--- config.mk ---
export PLATFORM = sky130hd
export DESIGN_NAME = gamepad_poll_frame_decoder_unit
export DESIGN_NICKNAME = d
export VERILOG_FILES = /design/src/gpfd_pkg.sv /design/src/gpfd_in_stage.sv /design/src/gpfd_decode.sv /design/src/gamepad_poll_frame_decoder_unit.sv
export SDC_FILE = /design/constraint.sdc
export NUM_CORES = 1
export LEC_CHECK = 0
export BUFFER_PORTS_ARGS = -buffer_cell sky130_fd_sc_hd__buf_2
export CORE_AREA = 2 2 119 121
export CTS_BUF_LIST = sky130_fd_sc_hd__clkbuf_8
export DETAILED_ROUTE_END_ITERATION = 10
export DIE_AREA = 0 0 121 123
export PLACE_DENSITY = 0.79
export RECOVER_POWER = 25
export SYNTH_ARGS = -nofsm -noshare
export SYNTH_HDL_FRONTEND = slang
export SYNTH_HIERARCHICAL = 1
export SYNTH_SLANG_ARGS = --single-unit
--- constraint.sdc ---
create_clock -name clock -period 9.01 [get_ports clock]
set_clock_uncertainty 0.05 [all_clocks]
set_input_delay 0.4505 -clock clock [delete_from_list [all_inputs] [get_ports clock]]
set_output_delay 0.4505 -clock clock [all_outputs]
set_load 0.02 [all_outputs]
--- src/gpfd_pkg.sv ---
package gpfd_pkg;

   // protocol constants of the poll reply
   localparam logic [7:0] READY_MARK = 8'h5A;
   localparam logic [7:0] ID_DIGITAL = 8'h41;
   localparam logic [7:0] ID_ANALOG  = 8'h73;
   localparam logic [7:0] STICK_FLIP = 8'h80;

   // axis values for a digital pad
   localparam logic signed [7:0] AXIS_POS  = 8'sh7F;
   localparam logic signed [7:0] AXIS_NEG  = 8'sh81;
   localparam logic signed [7:0] AXIS_ZERO = 8'sh00;

   localparam logic [6:0] DEAD_ZONE_RESET = 7'd5;

   // frame position codes
   localparam int unsigned STORE_DEPTH = 8;
   localparam logic [3:0]  POS_LAST = 4'd8;
   localparam logic [3:0]  POS_IDLE = 4'd9;

   // pad mode codes
   localparam logic [1:0] MODE_DIGITAL = 2'd0;
   localparam logic [1:0] MODE_ANALOG  = 2'd1;
   localparam logic [1:0] MODE_OTHER   = 2'd2;

   // button bits that only follow the pad in analog mode (stick clicks)
   localparam logic [15:0] CLICK_MASK = 16'h0006;

   typedef struct packed {
      logic [7:0] rx_byte;
      logic       frame_start;
   } req_word_type;

   typedef struct packed {
      logic [15:0]       buttons;
      logic signed [7:0] left_x;
      logic signed [7:0] left_y;
      logic signed [7:0] right_x;
      logic signed [7:0] right_y;
      logic [1:0]        pad_mode;
   } rsp_word_type;

   typedef struct packed {
      logic         valid;
      req_word_type word;
   } stage_type;

endpackage

--- src/gpfd_in_stage.sv ---
module gpfd_in_stage (
   input  logic                  clock,
   input  logic                  reset,
   input  logic                  req_valid,
   output logic                  req_ready,
   input  gpfd_pkg::req_word_type req_word,
   output gpfd_pkg::stage_type   stage,
   input  logic                  stage_take
);
   import gpfd_pkg::*;

   logic         valid_ff;
   logic         valid_in;
   req_word_type word_ff;
   req_word_type word_in;

   // register frees up in the same cycle its word is taken
   assign req_ready = !valid_ff || stage_take;

   always_comb begin
      valid_in = valid_ff;
      word_in  = word_ff;
      if (req_ready) begin
         valid_in = req_valid;
         word_in  = req_word;
      end
   end

   always_ff @(posedge clock) begin
      if (reset) begin
         valid_ff <= 1'b0;
      end else begin
         valid_ff <= valid_in;
      end
   end

   always_ff @(posedge clock) begin
      word_ff <= word_in;
   end

   assign stage.valid = valid_ff;
   assign stage.word  = word_ff;

endmodule

--- src/gpfd_decode.sv ---
module gpfd_decode (
   input  logic                  clock,
   input  logic                  reset,
   input  gpfd_pkg::stage_type   stage,
   output logic                  stage_take,
   input  logic [6:0]            dead_zone,
   output logic                  rsp_valid,
   input  logic                  rsp_ready,
   output gpfd_pkg::rsp_word_type rsp_word
);
   import gpfd_pkg::*;

   function automatic logic signed [7:0] digital_axis(input logic pos_bit, input logic neg_bit);
      logic signed [7:0] v;
      v = AXIS_ZERO;
      if (pos_bit && !neg_bit) begin
         v = AXIS_POS;
      end else if (neg_bit && !pos_bit) begin
         v = AXIS_NEG;
      end
      return v;
   endfunction

   // magnitude up to 128 compared without saturation
   function automatic logic signed [7:0] apply_dead_zone(input logic signed [7:0] v,
                                                          input logic [6:0] dz);
      logic [7:0]        mag;
      logic signed [7:0] r;
      mag = v[7] ? (8'd0 - 8'(v)) : 8'(v);
      r   = (mag < {1'b0, dz}) ? AXIS_ZERO : v;
      return r;
   endfunction

   logic [7:0]        store_ff [STORE_DEPTH];
   logic [3:0]        pos_ff;
   logic [3:0]        pos_in;
   logic [3:0]        pos_cur;
   logic [15:0]       buttons_ff;
   logic [15:0]       buttons_in;
   logic signed [7:0] axes_ff [4];
   logic signed [7:0] axes_in [4];
   logic signed [7:0] axes_raw [4];
   logic              rsp_valid_ff;
   logic              rsp_valid_in;
   rsp_word_type      rsp_word_ff;
   rsp_word_type      rsp_word_in;
   logic              emit;
   logic              out_free;
   logic              store_we;
   logic [7:0]        p3;
   logic [7:0]        p4;
   logic [1:0]        mode;

   always_comb begin
      pos_cur  = stage.word.frame_start ? 4'd0 : pos_ff;
      emit     = (pos_cur == POS_LAST) && (store_ff[2] == READY_MARK);
      out_free = !rsp_valid_ff || rsp_ready;
      stage_take = stage.valid && (!emit || out_free);
      store_we = stage_take && (pos_cur < POS_LAST);

      pos_in = pos_ff;
      if (stage_take) begin
         if (pos_cur < POS_LAST) begin
            pos_in = pos_cur + 4'd1;
         end else begin
            pos_in = POS_IDLE;
         end
      end
   end

   // decode of a finished frame, byte 8 is the word in the stage
   always_comb begin
      p3 = ~store_ff[3];
      p4 = ~store_ff[4];
      buttons_in = (buttons_ff & CLICK_MASK) | {p4, p3 & ~CLICK_MASK[7:0]};
      for (int k = 0; k < 4; k++) begin
         axes_raw[k] = axes_ff[k];
      end
      mode = MODE_OTHER;
      if (store_ff[1] == ID_DIGITAL) begin
         mode        = MODE_DIGITAL;
         axes_raw[0] = digital_axis(p3[5], p3[7]);
         axes_raw[1] = digital_axis(p3[4], p3[6]);
         axes_raw[2] = digital_axis(p4[5], p4[7]);
         axes_raw[3] = digital_axis(p4[4], p4[6]);
      end else if (store_ff[1] == ID_ANALOG) begin
         mode        = MODE_ANALOG;
         buttons_in  = (buttons_in & ~CLICK_MASK) | ({8'd0, p3} & CLICK_MASK);
         axes_raw[0] = store_ff[7] ^ STICK_FLIP;
         axes_raw[1] = ~stage.word.rx_byte ^ STICK_FLIP;
         axes_raw[2] = store_ff[5] ^ STICK_FLIP;
         axes_raw[3] = ~store_ff[6] ^ STICK_FLIP;
      end
      for (int k = 0; k < 4; k++) begin
         axes_in[k] = apply_dead_zone(axes_raw[k], dead_zone);
      end

      rsp_word_in.buttons  = buttons_in;
      rsp_word_in.left_x   = axes_in[0];
      rsp_word_in.left_y   = axes_in[1];
      rsp_word_in.right_x  = axes_in[2];
      rsp_word_in.right_y  = axes_in[3];
      rsp_word_in.pad_mode = mode;

      rsp_valid_in = rsp_valid_ff && !rsp_ready;
      if (stage_take && emit) begin
         rsp_valid_in = 1'b1;
      end
   end

   always_ff @(posedge clock) begin
      if (reset) begin
         pos_ff       <= POS_IDLE;
         buttons_ff   <= '0;
         rsp_valid_ff <= 1'b0;
         for (int k = 0; k < 4; k++) begin
            axes_ff[k] <= AXIS_ZERO;
         end
      end else begin
         pos_ff       <= pos_in;
         rsp_valid_ff <= rsp_valid_in;
         if (stage_take && emit) begin
            buttons_ff <= buttons_in;
            for (int k = 0; k < 4; k++) begin
               axes_ff[k] <= axes_in[k];
            end
         end
      end
   end

   always_ff @(posedge clock) begin
      if (store_we) begin
         store_ff[pos_cur[2:0]] <= stage.word.rx_byte;
      end
      if (stage_take && emit) begin
         rsp_word_ff <= rsp_word_in;
      end
   end

   assign rsp_valid = rsp_valid_ff;
   assign rsp_word  = rsp_word_ff;

endmodule

--- src/gamepad_poll_frame_decoder_unit.sv ---
// gamepad poll reply decoder: takes the nine bytes of a poll reply one word at a
// time (frame_start marks byte 0, and always restarts the frame) and, after the
// ninth byte, returns one word with sixteen active-high buttons, four signed stick
// axes and the pad mode, but only when byte 2 is the 0x5a ready marker. digital
// pads give axes of -127, 0 or +127 from the direction buttons; analog pads give
// centered stick bytes with y up positive and also refresh the two stick clicks;
// any other id keeps the last axes and clicks. axes whose magnitude is below the
// dead zone register (reset 5) read as zero. one byte is accepted every cycle:
// a byte goes through an input register and then one decode step into the
// result register. only a ninth byte of a ready frame that meets a result
// still waiting on rsp_ready holds the byte channel off, for as long as that
// result waits. the user must write the dead zone register through the csr
// channel only while the block is idle; the block does not enforce this.
module gamepad_poll_frame_decoder_unit (
   input  logic                   clock,
   input  logic                   reset,
   // byte channel
   input  logic                   req_valid,
   output logic                   req_ready,
   input  gpfd_pkg::req_word_type  req_word,
   // decoded result channel
   output logic                   rsp_valid,
   input  logic                   rsp_ready,
   output gpfd_pkg::rsp_word_type  rsp_word,
   // dead zone register write
   input  logic                   csr_valid,
   output logic                   csr_ready,
   input  logic [6:0]             csr_dead_zone
);
   import gpfd_pkg::*;

   stage_type  stage;
   logic       stage_take;
   logic [6:0] dead_zone_ff;
   logic [6:0] dead_zone_in;

   // register writes are always taken
   assign csr_ready = 1'b1;

   always_comb begin
      dead_zone_in = dead_zone_ff;
      if (csr_valid) begin
         dead_zone_in = csr_dead_zone;
      end
   end

   always_ff @(posedge clock) begin
      if (reset) begin
         dead_zone_ff <= DEAD_ZONE_RESET;
      end else begin
         dead_zone_ff <= dead_zone_in;
      end
   end

   // input register, parts the byte channel from the decode
   gpfd_in_stage u_in_stage (
      .clock      (clock),
      .reset      (reset),
      .req_valid  (req_valid),
      .req_ready  (req_ready),
      .req_word   (req_word),
      .stage      (stage),
      .stage_take (stage_take)
   );

   // frame store, held state and result register
   gpfd_decode u_decode (
      .clock      (clock),
      .reset      (reset),
      .stage      (stage),
      .stage_take (stage_take),
      .dead_zone  (dead_zone_ff),
      .rsp_valid  (rsp_valid),
      .rsp_ready  (rsp_ready),
      .rsp_word   (rsp_word)
   );

   // a new result only comes from a byte that sat in the input register
   assert property (@(posedge clock) disable iff (reset)
      $rose(rsp_valid) |-> $past(stage.valid))
      else $error("result appeared with no byte in the input register");

   // a digital pad only gives full-scale or zero axes
   assert property (@(posedge clock) disable iff (reset)
      (rsp_valid && rsp_word.pad_mode == MODE_DIGITAL) |->
         ((rsp_word.left_x == AXIS_POS || rsp_word.left_x == AXIS_NEG ||
           rsp_word.left_x == AXIS_ZERO) &&
          (rsp_word.right_y == AXIS_POS || rsp_word.right_y == AXIS_NEG ||
           rsp_word.right_y == AXIS_ZERO)))
      else $error("digital pad gave a partial axis value");

   // an empty input register never holds off the byte channel
   assert property (@(posedge clock) disable iff (reset)
      !stage.valid |-> req_ready)
      else $error("byte channel stalled with an empty input register");

endmodule

* Yosys cells after proc, flatten, opt, wreduce, memory -nomap -nowiden
Memory sizes are Yosys's and may differ from the RTL's. Cells that the tools add are included.
Word-level totals: bits in registers 75, output and inout bits 53, memories kept 2, word-level logic and storage cells 106, RAM bits 96, bits of input ports 21
Memory list:
- u_decode.store_ff | words 8, width 8, read ports 7, clocked after Yosys merged registers in 0, write ports 1, line gpfd_decode.sv:34 | logic [7:0] store_ff [STORE_DEPTH];
- u_decode.axes_ff | words 4, width 8, read ports 4, clocked after Yosys merged registers in 0, write ports 4, line gpfd_decode.sv:40 | logic signed [7:0] axes_ff [4];
Cells by class: equal/unequal tests 4, reduce and logical (&&, ||, !) cells 28, add/subtract/negate cells 5, magnitude comparators 5, multiplexer cells 35, bitwise logic cells 14
Operators by type and width (number):
- $mux 8 | 20
- $mux 32 | 2
- $lt 8x7->1 | 4
- $mux 16 | 2
- $not 8->8 | 4
- $sub 1x8->8 const A | 4
- $eq 8x7->1 const B | 3
- $or 16x3->16 | 1
- $or 3x16->16 | 1
- $logic_and 1x1->1 | 13
- $logic_not 1->1 | 12
- $mux 1 | 8
- $mux 4 | 2
- $add 4x1->4 const B | 1
- $eq 4x4->1 const B | 1
- $lt 4x4->1 const B | 1
- $not 1->1 | 4
- $or 1x1->1 | 4
- $logic_or 1x1->1 | 3
- $mux 2 | 1

* Longest topological paths before layout
An unclocked memory read counts as a cell.
word-level depth 12, mapped depth 18, mapped depth without buffers 15

* Modules after synthesis
Netlist, hierarchy kept.
By module, submodules not included:
- gpfd_decode | area each 7134.3 um^2, times used 1, cells an instance 583, seq. area each 4284.1 um^2
- gpfd_in_stage | area each 324.1 um^2, times used 1, cells an instance 14, seq. area each 290.3 um^2
- gamepad_poll_frame_decoder_unit | area each 261.5 um^2, times used 1, cells an instance 24, seq. area each 140.1 um^2

* Worst setup path before layout
No wires, ideal clock.
path kind register -> register, start point reg u_in_stage.word_ff (netlist bit u_in_stage/stage[0]), end point mem u_decode.axes_ff[0][0] (enable), arrival 4.067 ns, setup slack 4.519 ns, stages on the path, launching flop included 8, buffers on the path 0, library setup time 0.375 ns, cell sequence edfxtp_1 > inv_1 > nand2_1 > ha_1 > nor4bb_1 > nand3_1 > nor2_1 > or2_2
RTL lines:
- start: declaration | line gpfd_in_stage.sv:14 | req_word_type word_ff;
- start signal: assignment | line gpfd_in_stage.sv:38 | word_ff <= word_in;
- end: declaration | line gpfd_decode.sv:40

==> impl_metrics.py <==
metrics = {
    "sta": {
        "hold_violations": 0,
        "worstMarginPinSlew_ps": 1320,
        "fin_ws_ps": 4340,
        "setup_violations": 0,
        "fin_crit_ps": 4670,
        "rsz0062_at_grt": "false",
        "fin_tns_setup_ps": 0,
        "drv_slew": 0,
        "period_share_pct": 51.8,
        "slew_headroom_pct": 11.5,
        "max_freq_ghz": 0.214,
    },
    "floorplanning": {
        "core_um2": 13600,
        "dieHeight_um": 123,
        "initial_core_util_pct": 56.7,
        "ios": 74,
        "die-width_um": 121,
        "rows": 43,
        "dieArea_um2": 14900,
    },
    "critical_path": {
        "crit_fanout": 28,
        "arrival_ps": 4830,
        "cp.required_ps": 9170,
        "cp-end-kind": "flip-flop",
        "start_kind": "flip-flop",
        "critical_path_class": "reg2reg",
    },
    "clocking": {
        "clock-sinks": 162,
        "clk_latency_ps": 480,
        "cts_made_buffers": 17,
        "cts_buffer_depth": 2,
        "ctsResizeCount": 0,
        "postCtsSetupBuffers": 0,
        "root_buffer": "clkbuf_8",
        "clk_pin_slew_ps": 90,
        "htree_num_levels": 4,
        "cts-hold-fix-buffers": 0,
        "cts_tree": "yes",
    },
    "global_routing": {
        "grtUsageTotal_pct": 23.5,
        "first_global_vias": 5085,
        "grt_start_max_net_pins": 53,
        "grt.overflow.total": 0,
        "grt_pass1_wl_um": 26200,
        "antenna_found_initial": 0,
    },
    "synth": {
        "ys_types": 66,
        "synth_ff_type": "edfxtp_1",
        "synth_nets": 678,
        "async_flop_share_pct": 0,
        "syn_area_um2": 7720,
        "avgSynthCellArea_um2": 12.4,
        "synth-seq-area-share_pct": 61.1,
        "synthCells": 621,
        "ys_ff_latch": 162,
        "ys.warnings.count": 6,
        "synth_enable_flop_cells": 147,
    },
    "detailed_routing": {
        "ant_nets": 0,
        "drt_pass1_iterations": 7,
        "wl_per_cell_um": 19.2,
        "via_per_inst": 6.06,
        "num_vias": 5325,
        "first_iter_violations": 465,
        "drt_wl_total_um": 16900,
        "drc": 0,
    },
    "placement": {
        "dp_slack_ps": 4470,
        "hpwlAfterDp_um": 11500,
        "io_buffers": 72,
        "gp_congestion": 0.948,
    },
    "final_layout": {
        "utilization_pct": 63.3,
        "synthToLayoutAreaGrowth_pct": 11.5,
        "fin_nets": 742,
        "drive_gt1_share_pct": 19.2,
        "num_antenna_cells": 0,
    },
    "run_status": {
        "status": "finished clean",
    },
    "hold_path": {
        "min_path_type": "in2reg",
    },
    "power_and_ir_drop": {
        "ir_drop_uv": 103,
        "power-per-cell-area_nw_per_um2": 180,
        "p_leak_uw": 0.00315,
    },
    "run": {
        "cap_violations": 0,
    },
}
-- final timing paths --
check / startpoint / to / slack, ps / cells after the start
setup / recovery: u_decode/store_ff[1][4] / u_decode/axes_ff[2][6] / 4340 / 15
setup reg to reg: u_decode/store_ff[1][4] / u_decode/axes_ff[2][6] / 4340 / 15
hold / removal: req_word[6] / u_in_stage/stage[6] / 100 / 1
hold reg to reg: dead_zone_ff[3] / dead_zone_ff[3] / 450 / 2
-- Yosys cell counts, drive strengths merged, types with 8 or more instances --
| cell type | count | share of area, % |
|---|---|---|
| a211oi | 8 | 1.5 |
| a21oi | 45 | 3.0 |
| a22oi | 20 | 2.1 |
| buf | 16 | 1.5 |
| clkbuf | 14 | 0.68 |
| dfxtp | 15 | 3.9 |
| edfxtp | 147 | 57 |
| ha | 36 | 5.8 |
| inv | 31 | 1.5 |
| nand2 | 35 | 1.7 |
| nor2 | 71 | 3.5 |
| nor3 | 27 | 2.0 |
| o21ai | 29 | 1.9 |
| o22ai | 11 | 1.2 |
| xnor2 | 16 | 1.8 |
-- stage by stage --
step / power [uW] / hold WS [ps] / std cells / cell area, um2
floorplan: 938 / 399 / 621 / 7720
global placement: 965 / 416 / 846 / 8170
detailed placement: 971 / 432 / 846 / 8170
CTS: 1560 / 78.6 / 878 / 8620
global route: 1600 / 78.0 / 878 / 8610
finish: 1550 / 97.8 / 878 / 8610
-- registers in the layout, indices dropped and copies added, names as in the netlist --
| name | flops |
|---|---|
| u_decode/store_ff | 56 |
| u_decode/rsp_word | 50 |
| u_decode/axes_ff | 32 |
| u_in_stage/stage | 9 |
| dead_zone_ff | 7 |
| u_decode/pos_ff | 4 |
| u_decode/buttons_ff | 2 |
| u_decode/rsp_valid | 1 |
| u_in_stage/valid_ff | 1 |
-- logic make-up after synthesis --
logic type | synth area share, %
and+or+nand+nor | 11.4
DFF | 61.1
AOI/OAI and AO/OA | 14.5
buffers and inverters | 3.74
adders and majority gates | 5.83
xor gates and xnor gates | 2.50
muxes | 0.924
other | 0.0486
-- critical path, cell delays in order, from the launching register on --
cell	delay, ps
edfxtp_1	540
nor3_4	460
o211a_4	430
inv_4	210
a22oi_1	390
ha_1	240
nor2b_1	180
a31oi_1	130
xnor2_1	170
ha_1	300
and3_1	200
a221oi_1	270
a21boi_0	320
o21ai_0	180
nand2b_1	250
nor2_1	80
-- cell type report --
cell class,count,area [um2]
clock buffer,17,234
clock inverter,15,216
fill,1040,5000
inverter,31,119
multi-input combinational,398,2720
sequential,162,4710
tap,180,225
timing repair buffer,75,378
-- metal layers --
layer	up-vias	global-route usage [%]	share of wire (%)	wire length (um)
li1	2450	-	-	-
met1	2607	30.5	42	7120
met2	228	38.7	50	8380
met3	40	4.66	5.4	910
met4	0	10.2	2.6	443
met5	-	0	0	0
-- where the power goes --
group          total, uW  leakage (uW)  internal, uW  switching [uW]
clock                596      0.000232           311             285
combinational        109       0.00142          40.5            68.6
sequential           847       0.00149           831            15.2
-- placed cells by master, fill, tap and decap left out, types with 3 or more instances in the layout --
master | Yosys | routed
buf_4 | 5 | 3
nor2b_1 | 6 | 6
or3_1 | 4 | 4
xor2_1 | 6 | 6
a31oi_1 | 3 | 3
nand3_1 | 5 | 5
dfxtp_1 | 15 | 15
a21o_1 | 6 | 6
a221oi_1 | 3 | 3
and3_1 | 4 | 4
o21ai_0 | 20 | 20
nor3_1 | 24 | 24
bufinv_16 | 0 | 4
o22ai_2 | 4 | 4
buf_2 | 7 | 68
o22ai_1 | 7 | 7
a211oi_2 | 6 | 6
mux2i_1 | 6 | 6
ha_1 | 36 | 36
a22oi_1 | 18 | 18
nand2b_1 | 4 | 4
nor3b_1 | 3 | 3
o21a_1 | 6 | 6
nor4bb_1 | 3 | 3
inv_1 | 30 | 31
a21oi_1 | 44 | 44
edfxtp_1 | 147 | 147
xnor2_1 | 16 | 16
nand2_1 | 35 | 35
inv_6 | 0 | 7
o21ai_1 | 9 | 9
clkbuf_8 | 0 | 17
nor2_1 | 71 | 70
clkbuf_1 | 14 | 4
(Power assumes the default switching activity.)
